### src/sv/scl_pkg.sv
// Shared types, keyword tables and command codes for the command line parser.
`timescale 1ns / 1ps

package scl_pkg;

    localparam int NKW = 8;
    localparam int KW_IDX_W = 3;

    localparam logic [7:0] SEP_CHAR = 8'd32;
    localparam logic [7:0] DIGIT_LO = "0";
    localparam logic [7:0] DIGIT_HI = "9";

    localparam logic [KW_IDX_W-1:0] KW_HELP    = 3'd0;
    localparam logic [KW_IDX_W-1:0] KW_US      = 3'd1;
    localparam logic [KW_IDX_W-1:0] KW_DELAY   = 3'd2;
    localparam logic [KW_IDX_W-1:0] KW_STATUS  = 3'd3;
    localparam logic [KW_IDX_W-1:0] KW_UNIT    = 3'd4;
    localparam logic [KW_IDX_W-1:0] KW_ONESHOT = 3'd5;
    localparam logic [KW_IDX_W-1:0] KW_OFF     = 3'd6;
    localparam logic [KW_IDX_W-1:0] KW_ON      = 3'd7;

    // keyword text, right aligned, first character in the highest used byte
    localparam logic [63:0] KW_TEXT [NKW] = '{
        64'("help"), 64'("us"), 64'("delay"), 64'("status"),
        64'("unit"), 64'("one-shot"), 64'("off"), 64'("on")
    };
    localparam logic [3:0] KW_LEN [NKW] = '{
        4'd4, 4'd2, 4'd5, 4'd6, 4'd4, 4'd8, 4'd3, 4'd2
    };

    localparam logic [2:0] CMD_NONE   = 3'd0;
    localparam logic [2:0] CMD_HELP   = 3'd1;
    localparam logic [2:0] CMD_LIST   = 3'd2;
    localparam logic [2:0] CMD_DELAY  = 3'd3;
    localparam logic [2:0] CMD_STATUS = 3'd4;
    localparam logic [2:0] CMD_UNIT   = 3'd5;
    localparam logic [2:0] CMD_MODE   = 3'd6;

    // token state after the current byte, before end-of-token clearing
    typedef struct packed {
        logic [3:0]     cpos;
        logic [NKW-1:0] mask;
        logic           all_dig;
        logic [7:0]     ufc;
        logic           end_tok;
    } tok_flags_t;

    function automatic logic [7:0] kw_char(input logic [KW_IDX_W-1:0] k,
                                           input logic [2:0] pos);
        int sh;
        logic [63:0] s;
        sh = (int'(KW_LEN[k]) - 1 - int'(pos)) * 8;
        s = (sh < 0) ? 64'd0 : (KW_TEXT[k] >> sh);
        return s[7:0];
    endfunction

endpackage

### src/sv/scl_token.sv
// Per-token tracking: position, keyword match mask, digit flag, accumulator.
`timescale 1ns / 1ps

module scl_token #(
    parameter int ACC_W = 16
) (
    input  logic              clk,
    input  logic              rst_n,
    input  logic              take,
    input  logic [7:0]        ch,
    input  logic              last,
    output scl_pkg::tok_flags_t tn,
    output logic [ACC_W-1:0]  acc_next
);
    import scl_pkg::*;

    logic [3:0]       cpos_reg;
    logic [NKW-1:0]   mask_reg;
    logic             all_dig_reg;
    logic [ACC_W-1:0] acc_reg;
    logic [7:0]       ufc_reg;

    logic             is_sep;
    logic             first;
    logic             is_digit;
    logic [NKW-1:0]   mask_base;
    logic [NKW-1:0]   keep;
    logic             dig_base;
    logic [ACC_W-1:0] acc_base;
    logic [ACC_W+3:0] prod;

    always_comb
    begin
        is_sep    = (ch == SEP_CHAR);
        first     = (cpos_reg == 4'd0);
        is_digit  = (ch >= DIGIT_LO) && (ch <= DIGIT_HI);
        mask_base = first ? '1 : mask_reg;
        dig_base  = first ? 1'b1 : all_dig_reg;
        acc_base  = first ? '0 : acc_reg;
        for (int k = 0; k < NKW; k++)
        begin
            keep[k] = (cpos_reg < KW_LEN[k]) &&
                      (kw_char(KW_IDX_W'(k), cpos_reg[2:0]) == ch);
        end
        prod = ({4'd0, acc_base} << 3) + ({4'd0, acc_base} << 1)
             + (ACC_W+4)'(ch[3:0]);

        tn = '{cpos: cpos_reg, mask: mask_reg, all_dig: all_dig_reg,
               ufc: ufc_reg, end_tok: 1'b0};
        acc_next = acc_reg;
        if (!is_sep)
        begin
            tn.cpos    = (cpos_reg == 4'hF) ? cpos_reg : cpos_reg + 4'd1;
            tn.mask    = mask_base & keep;
            tn.all_dig = dig_base & is_digit;
            tn.ufc     = first ? ch : ufc_reg;
            if (is_digit)
            begin
                acc_next = (|prod[ACC_W+3:ACC_W]) ? '1 : prod[ACC_W-1:0];
            end
            else
            begin
                acc_next = acc_base;
            end
        end
        // a separator ends a started token; a last byte that is not a separator always ends one
        tn.end_tok = is_sep ? !first : last;
    end

    always_ff @(posedge clk or negedge rst_n)
    begin
        if (!rst_n)
        begin
            cpos_reg    <= 4'd0;
            mask_reg    <= '1;
            all_dig_reg <= 1'b1;
            acc_reg     <= '0;
            ufc_reg     <= 8'd0;
        end
        else if (take)
        begin
            cpos_reg    <= (tn.end_tok || last) ? 4'd0 : tn.cpos;
            mask_reg    <= tn.mask;
            all_dig_reg <= tn.all_dig;
            acc_reg     <= acc_next;
            ufc_reg     <= tn.ufc;
        end
    end

endmodule

### src/sv/scl_parse.sv
// Command grammar sequencer and stored sensor settings.
`timescale 1ns / 1ps

module scl_parse #(
    parameter int ACC_W = 16,
    parameter int ID_W  = 8,
    parameter int VAL_W = 16
) (
    input  logic                clk,
    input  logic                rst_n,
    input  logic                take,
    input  logic                last,
    input  scl_pkg::tok_flags_t tn,
    input  logic [ACC_W-1:0]    acc_next,
    output logic [2:0]          cmd,
    output logic [ID_W-1:0]     sid_next,
    output logic [VAL_W-1:0]    delay_next,
    output logic [1:0]          unit_next,
    output logic [1:0]          mode_next,
    output logic [VAL_W-1:0]    period_next
);
    import scl_pkg::*;

    typedef enum logic [6:0] {
        ST_FIRST    = 7'b0000001,
        ST_ID       = 7'b0000010,
        ST_SUB      = 7'b0000100,
        ST_DELAYNUM = 7'b0001000,
        ST_UNITCH   = 7'b0010000,
        ST_ONNUM    = 7'b0100000,
        ST_DONE     = 7'b1000000
    } stage_t;

    localparam logic [1:0] UNIT_IN  = 2'd0;
    localparam logic [1:0] UNIT_CM  = 2'd1;
    localparam logic [1:0] UNIT_US  = 2'd2;
    localparam logic [1:0] MODE_ONE = 2'd0;
    localparam logic [1:0] MODE_OFF = 2'd1;
    localparam logic [1:0] MODE_PER = 2'd2;

    localparam logic [ACC_W-1:0] ID_CAP  = ACC_W'((64'd1 << ID_W) - 64'd1);
    localparam logic [ACC_W-1:0] VAL_CAP = ACC_W'((64'd1 << VAL_W) - 64'd1);

    stage_t            stage_reg, stage_next;
    logic [2:0]        pend_reg, pend_next;
    logic [ID_W-1:0]   sid_reg;
    logic [VAL_W-1:0]  delay_reg;
    logic [1:0]        unit_reg;
    logic [1:0]        mode_reg;
    logic [VAL_W-1:0]  period_reg;

    logic [NKW-1:0]    hit;
    logic [ID_W-1:0]   id_clip;
    logic [VAL_W-1:0]  val_clip;

    always_comb
    begin
        for (int k = 0; k < NKW; k++)
        begin
            hit[k] = tn.mask[k] && (tn.cpos == KW_LEN[k]);
        end
        id_clip  = (acc_next > ID_CAP) ? ID_CAP[ID_W-1:0] : acc_next[ID_W-1:0];
        val_clip = (acc_next > VAL_CAP) ? VAL_CAP[VAL_W-1:0] : acc_next[VAL_W-1:0];

        stage_next  = stage_reg;
        pend_next   = pend_reg;
        sid_next    = sid_reg;
        delay_next  = delay_reg;
        unit_next   = unit_reg;
        mode_next   = mode_reg;
        period_next = period_reg;

        if (tn.end_tok)
        begin
            unique case (stage_reg)
                ST_FIRST:
                begin
                    if (hit[KW_HELP])
                    begin
                        stage_next = ST_DONE;
                        pend_next  = CMD_HELP;
                    end
                    else if (hit[KW_US])
                    begin
                        stage_next = ST_ID;
                    end
                    else
                    begin
                        stage_next = ST_DONE;
                        pend_next  = CMD_NONE;
                    end
                end
                ST_ID:
                begin
                    if (tn.all_dig)
                    begin
                        sid_next   = id_clip;
                        stage_next = ST_SUB;
                    end
                    else
                    begin
                        stage_next = ST_DONE;
                        pend_next  = CMD_NONE;
                    end
                end
                ST_SUB:
                begin
                    stage_next = ST_DONE;
                    pend_next  = CMD_NONE;
                    if (hit[KW_DELAY])
                    begin
                        stage_next = ST_DELAYNUM;
                    end
                    else if (hit[KW_STATUS])
                    begin
                        pend_next = CMD_STATUS;
                    end
                    else if (hit[KW_UNIT])
                    begin
                        stage_next = ST_UNITCH;
                    end
                    else if (hit[KW_ONESHOT])
                    begin
                        mode_next = MODE_ONE;
                        pend_next = CMD_MODE;
                    end
                    else if (hit[KW_OFF])
                    begin
                        mode_next = MODE_OFF;
                        pend_next = CMD_MODE;
                    end
                    else if (hit[KW_ON])
                    begin
                        stage_next = ST_ONNUM;
                    end
                end
                ST_DELAYNUM:
                begin
                    stage_next = ST_DONE;
                    pend_next  = CMD_NONE;
                    if (tn.all_dig)
                    begin
                        delay_next = val_clip;
                        pend_next  = CMD_DELAY;
                    end
                end
                ST_UNITCH:
                begin
                    stage_next = ST_DONE;
                    pend_next  = CMD_UNIT;
                    case (tn.ufc)
                        "i":     unit_next = UNIT_IN;
                        "c":     unit_next = UNIT_CM;
                        "m":     unit_next = UNIT_US;
                        default: pend_next = CMD_NONE;
                    endcase
                end
                ST_ONNUM:
                begin
                    stage_next = ST_DONE;
                    pend_next  = CMD_NONE;
                    if (tn.all_dig)
                    begin
                        mode_next   = MODE_PER;
                        period_next = val_clip;
                        pend_next   = CMD_MODE;
                    end
                end
                ST_DONE:
                begin
                    stage_next = ST_DONE;
                end
                default:
                begin
                    stage_next = ST_DONE;
                    pend_next  = CMD_NONE;
                end
            endcase
        end

        if (stage_next == ST_DONE)
        begin
            cmd = pend_next;
        end
        else if (stage_next == ST_ID)
        begin
            cmd = CMD_LIST;
        end
        else
        begin
            cmd = CMD_NONE;
        end
    end

    always_ff @(posedge clk or negedge rst_n)
    begin
        if (!rst_n)
        begin
            stage_reg  <= ST_FIRST;
            pend_reg   <= CMD_NONE;
            sid_reg    <= '0;
            delay_reg  <= '0;
            unit_reg   <= UNIT_IN;
            mode_reg   <= MODE_ONE;
            period_reg <= '0;
        end
        else if (take)
        begin
            stage_reg  <= last ? ST_FIRST : stage_next;
            pend_reg   <= last ? CMD_NONE : pend_next;
            sid_reg    <= sid_next;
            delay_reg  <= delay_next;
            unit_reg   <= unit_next;
            mode_reg   <= mode_next;
            period_reg <= period_next;
        end
    end

endmodule

### src/sv/sensor_command_line_parser_top.sv
// Top level of the sensor command line parser.
//
//  group  | dir | payload (lowest bit first)                         | item
//  s_axis | in  | tdata: ch[7:0]; tlast: last                        | one line byte
//  m_axis | out | tdata: command, sensor_id, delay_ms, unit, mode,   | one per line
//         |     |        period_ms, zero fill to whole bytes         |
//
// One byte is accepted per cycle while s_tready is high; the byte state updates in the cycle it is taken.
// A byte with tlast gives its result on m_tdata in the next cycle.
// The output register holds a result until taken; s_tready drops only while a
// result is held and m_tready is low.
// rst_n resets the line state and clears the stored settings to zero.
`timescale 1ns / 1ps

module sensor_command_line_parser_top #(
    parameter int VALUE_WIDTH = 16,
    parameter int ID_WIDTH    = 8
) (
    input  logic            clk,
    input  logic            rst_n,
    input  logic            s_tvalid,
    output logic            s_tready,
    input  logic [7:0]      s_tdata,   // ch[7:0]
    input  logic            s_tlast,
    output logic            m_tvalid,
    input  logic            m_tready,
    // command[2:0], sensor_id, delay_ms, unit[1:0], mode[1:0], period_ms, zero fill
    output logic [((7 + ID_WIDTH + 2 * VALUE_WIDTH + 7) / 8) * 8 - 1:0] m_tdata
);
    import scl_pkg::*;

    localparam int ACC_W  = (VALUE_WIDTH > ID_WIDTH) ? VALUE_WIDTH : ID_WIDTH;
    localparam int USED_W = 7 + ID_WIDTH + 2 * VALUE_WIDTH;
    localparam int OUT_W  = ((USED_W + 7) / 8) * 8;

    tok_flags_t             tn;
    logic [ACC_W-1:0]       acc_next;
    logic                   take;
    logic [2:0]             cmd;
    logic [ID_WIDTH-1:0]    sid_next;
    logic [VALUE_WIDTH-1:0] delay_next;
    logic [1:0]             unit_next;
    logic [1:0]             mode_next;
    logic [VALUE_WIDTH-1:0] period_next;
    logic                   m_valid_reg;
    logic [OUT_W-1:0]       m_data_reg;

    assign s_tready = !m_valid_reg || m_tready;
    assign take     = s_tvalid && s_tready;
    assign m_tvalid = m_valid_reg;
    assign m_tdata  = m_data_reg;

    scl_token #(
        .ACC_W (ACC_W)
    ) u_token (
        .clk      (clk),
        .rst_n    (rst_n),
        .take     (take),
        .ch       (s_tdata),
        .last     (s_tlast),
        .tn       (tn),
        .acc_next (acc_next)
    );

    scl_parse #(
        .ACC_W (ACC_W),
        .ID_W  (ID_WIDTH),
        .VAL_W (VALUE_WIDTH)
    ) u_parse (
        .clk         (clk),
        .rst_n       (rst_n),
        .take        (take),
        .last        (s_tlast),
        .tn          (tn),
        .acc_next    (acc_next),
        .cmd         (cmd),
        .sid_next    (sid_next),
        .delay_next  (delay_next),
        .unit_next   (unit_next),
        .mode_next   (mode_next),
        .period_next (period_next)
    );

    always_ff @(posedge clk or negedge rst_n)
    begin
        if (!rst_n)
        begin
            m_valid_reg <= 1'b0;
        end
        else if (take && s_tlast)
        begin
            m_valid_reg <= 1'b1;
        end
        else if (m_tready)
        begin
            m_valid_reg <= 1'b0;
        end
    end

    always_ff @(posedge clk)
    begin
        if (take && s_tlast)
        begin
            m_data_reg <= OUT_W'({period_next, mode_next, unit_next,
                                  delay_next, sid_next, cmd});
        end
    end

    a_result_from_last: assert property (@(posedge clk) disable iff (!rst_n)
        $rose(m_tvalid) |-> $past(s_tvalid && s_tready && s_tlast))
        else $error("result appeared without a last byte");

    a_last_gives_result: assert property (@(posedge clk) disable iff (!rst_n)
        (s_tvalid && s_tready && s_tlast) |=> m_tvalid)
        else $error("last byte gave no result");

    a_cmd_range: assert property (@(posedge clk) disable iff (!rst_n)
        m_tvalid |-> (m_tdata[2:0] <= CMD_MODE))
        else $error("command code out of range");

endmodule

### config.mk
export PLATFORM = sky130hd
export DESIGN_NAME = sensor_command_line_parser_top
export DESIGN_NICKNAME = d
export VERILOG_FILES = /design/src/sv/scl_pkg.sv /design/src/sv/scl_token.sv /design/src/sv/scl_parse.sv /design/src/sv/sensor_command_line_parser_top.sv
export SDC_FILE = /design/constraint.sdc
export NUM_CORES = 1
export LEC_CHECK = 0
export CAP_MARGIN = 20
export CORE_MARGIN = 4
export CORE_UTILIZATION = 65
export DETAILED_ROUTE_END_ITERATION = 8
export DONT_BUFFER_PORTS = 1
export MAX_ROUTING_LAYER = met4
export PLACE_DENSITY = 0.81
export RECOVER_POWER = 100
export SLEW_MARGIN = 10
export SYNTH_ARGS = -nofsm -noshare
export SYNTH_HDL_FRONTEND = slang
export SYNTH_HIERARCHICAL = 1
export SYNTH_SLANG_ARGS = --single-unit
export TNS_END_PERCENT = 50
### constraint.sdc
create_clock -name clk -period 7.3 [get_ports clk]
set_input_delay 0.73 -clock clk [delete_from_list [all_inputs] [get_ports clk]]
set_output_delay 0.73 -clock clk [all_outputs]
set_load 0.05 [all_outputs]
==> impl_metrics.json <==
{
  "insertedDiodeCount": 0,
  "clkSlewWorstSetupHoldPaths_ps": 70,
  "post_drt_via_cell_ratio": 6.693,
  "core-area_mm2": 0.01393,
  "worstSetupPathType": "reg -> reg",
  "routed_wire_length_per_instance_um": 21.44,
  "ctsRootBufferMaster": "sky130_fd_sc_hd__clkbuf_16",
  "placementRows": 43,
  "skew_ps": 9.856,
  "timing_hold_violations_final": 0,
  "syn_area_mm2": 0.009313,
  "grt_max_degree": 48,
  "cts.repair.resized": 0,
  "worst_setup_sp_type": "flop",
  "rsz0062_at_grt": "no",
  "insertion_delay_ps": 430,
  "worst-endpoint-required_ps": 7610,
  "number_of_antenna_violations_at_the_first_check_in_global_routing": 0,
  "drc": 0,
  "total_routing_usage_reported_by_global_routing_pct": 29.97,
  "final_layout_size_suffix_gt1_share_pct": 15.19,
  "largest_register_ff_count": 47,
  "synth_enable_flop_cells": 47,
  "cts_max_path_buffers": 2,
  "grt_pass1_vias": 7296,
  "slew_headroom_pct": -47.05,
  "violated_checks": "capacitance limit, slew limit",
  "final-setup-viol-count": 0,
  "total_neg_setup_slack_ps": 0,
  "holdBufCountCts": 4,
  "io_pins": 63,
  "grt_first_pass_wirelength_um": 37940,
  "synth_seq_cells": 139,
  "effective_utilization_at_floorplan_pct": 66.83,
  "syn-num-nets": 995,
  "die_x_um": 127.7,
  "final_period_minus_worst_setup_slack_ps": 6678,
  "gp_congestion": 0.9136,
  "synth.lib_cells_used.distinct": 89,
  "floorplan.die_area_mm2": 0.01631,
  "crit_path_end_kind": "flop",
  "cp_cell_sequence": "inv_1, ha_1, or3b_1, buf_4, and2_0, ha_1, ha_1, nor2b_1, o2111ai_1, a31oi_1, a211oi_1, xnor2_1, or4_1, nor4b_1, o21ai_1, nor4_1, nand2_1, nor2_1, a21oi_1, mux2_2",
  "route.vias.total": 7416,
  "most_numerous_cell_on_the_critical_path": "sky130_fd_sc_hd__ha_1",
  "post-cts-setup-buffer-count": 0,
  "synth_warnings": 6,
  "cp_arrival_ps": 6990,
  "detail_route.wirelength_um": 23760,
  "synth_async_sr_flop_share_pct": 66.19,
  "final.period_utilization_pct": 91.48,
  "ys_seq_area_share_pct": 40.01,
  "cp_max_fo": 17,
  "h-tree-depth": 4,
  "worst_pin_slew_ps": 2206,
  "portBuffers": 0,
  "status": "complete, but fails checks",
  "placed_cells_incl_taps": 1068,
  "pwrdens_mw_per_mm2": 293.8,
  "whs_ps": 149.7,
  "top_register": "m_tdata",
  "drv.max_cap_violation_count": 2,
  "drt-initial-drc-count": 780,
  "postRouteAntennaNets": 0,
  "slew_viol_final": 41,
  "static-leakage-power_nw": 4.239,
  "worst_path_dominant_cell_family": "simple AND/OR/NAND/NOR gates",
  "power.ir.vdd_worst_v": 0.0001893,
  "die_y_um": 127.7,
  "cp_num_buf_inv": 2,
  "cp_slowest_cell": "sky130_fd_sc_hd__or4_1",
  "max_freq_ghz": 0.1497,
  "remaining_global_route_overflow": 0,
  "areaGrowthSynthToFinish_pct": 5.697,
  "synthCells": 937,
  "post_synth.cell_area_avg_um2": 9.939,
  "drtPass1Iterations": 8,
  "dp_hpwl_um": 15210,
  "setup.reg_to_reg.worst_slack_ps": 620,
  "cts.sink_count": 139,
  "layout.nets": 973,
  "numCtsBuffers": 17,
  "stdcell_count": 1108,
  "hold_class": "in -> async",
  "cts_tree": "built",
  "synth_ff_type": "sky130_fd_sc_hd__dfrtp_1",
  "critPathMaxStageDelay_ps": 660
}
==> placed cells by master, fill, tap and decap left out, drive strengths merged, types with 5 or more instances in the layout <==
cell and instances:
nand2 85, a21o 6, nand4 6, edfxtp 47
or3 6, buf 5, o31ai 8, o22a 6
o22ai 13, xnor2 22, a22o 8, mux2 98
nor4b 6, nor4 15, nand2b 9, nor2b 17
ha 44, dfrtp 82, clkbuf 22, and3 8
nor3b 6, and2 17, nor2 96, xor2 8
or2 6, a21oi 43, nand3 23, a31oi 10
nor3 12, a211oi 7, mux2i 7, o21ai 57
dfstp 10, inv 34, dlygate4sd3 7
==> synth_stat cells, types with 11 or more instances <==
library cell               number  area share (%)
sky130_fd_sc_hd__nor4_1        13            0.87
sky130_fd_sc_hd__o21ai_0       47             2.5
sky130_fd_sc_hd__nor3_1        11            0.59
sky130_fd_sc_hd__nand3_1       20             1.1
sky130_fd_sc_hd__nor2_1        96             3.9
sky130_fd_sc_hd__buf_2         16            0.86
sky130_fd_sc_hd__mux2_2        77             9.3
sky130_fd_sc_hd__o22ai_1       13            0.87
sky130_fd_sc_hd__edfxtp_1      47              15
sky130_fd_sc_hd__nand2_1       83             3.3
sky130_fd_sc_hd__xnor2_1       22             2.1
sky130_fd_sc_hd__dfrtp_1       82              22
sky130_fd_sc_hd__mux2_1        12             1.5
sky130_fd_sc_hd__ha_1          44             5.9
sky130_fd_sc_hd__nor2b_1       16             1.1
sky130_fd_sc_hd__a21oi_1       42             2.3
sky130_fd_sc_hd__and2_1        15             1.0
sky130_fd_sc_hd__clkbuf_1      28             1.1
sky130_fd_sc_hd__inv_1         26             1.0
==> power by group <==
group	switching, mW	internal [mW]
registers	0.0881	0.890
clock network	0.367	0.457
logic	0.692	0.399
total	1.15	1.75
==> cells by family (layout without fill, tap and decap cells) <==
family                   after synthesis  in the layout  synth area share (%)
multiplexers                         105            105                 12.97
other                                  1              1               0.04027
XOR/XNOR                              30             30                 2.821
AND/OR/NAND/NOR                      329            329                 19.20
adder cells (fa/ha/maj)               45             45                 6.127
flip-flops                           139            139                 40.01
AO/OA/AOI/OAI                        205            205                 14.47
buffers and inverters                 83             74                 4.367
==> layer usage <==
metal / vias to the layer above / part of all wire [%] / track usage, %
li1: 3393 / - / -
met1: 3550 / 39 / 36.71
met2: 388 / 50 / 50.48
met3: 85 / 7.6 / 4.417
met4: 0 / 4.0 / 11.55
met5: - / 0 / -
==> per-stage QoR <==
stage	instance area (um^2)	utilization [%]	total power [mW]	setup WS [ps]
CTS	9905	71.08	2.892	821.6
global placement	9289	66.66	2.021	1231
global route	9843	70.64	3.065	211.7
floorplan	9313	-	1.837	1615
detailed placement	9289	66.66	2.055	1010
finish	9843	70.64	2.892	622.1
==> layout make-up <==
class / instances / area, um^2
Multi-Input combinational cell: 715 / 5106
Fill cell: 1001 / 4091
Sequential cell: 139 / 3726
Clock buffer: 18 / 439.2
Tap cell: 180 / 225.2
Clock inverter: 14 / 126.4
Timing Repair Buffer: 16 / 122.6
Inverter: 26 / 97.59
==> final timing paths <==
path                                     start               endpoint  cells after the start
hold reg to reg             u_token/acc_reg[2]     u_token/acc_reg[2]                      2
max in group asynchronous                rst_n  u_parse/period_reg[8]                      1
setup reg to reg           u_token/cpos_reg[1]     u_parse/sid_reg[5]                     20
min in group clk                       s_tlast               m_tvalid                      2
setup / recovery           u_token/cpos_reg[1]     u_parse/sid_reg[5]                     20
hold / removal                           rst_n    u_token/mask_reg[7]                      0
Note: power is estimated with default switching activity, not from simulation.
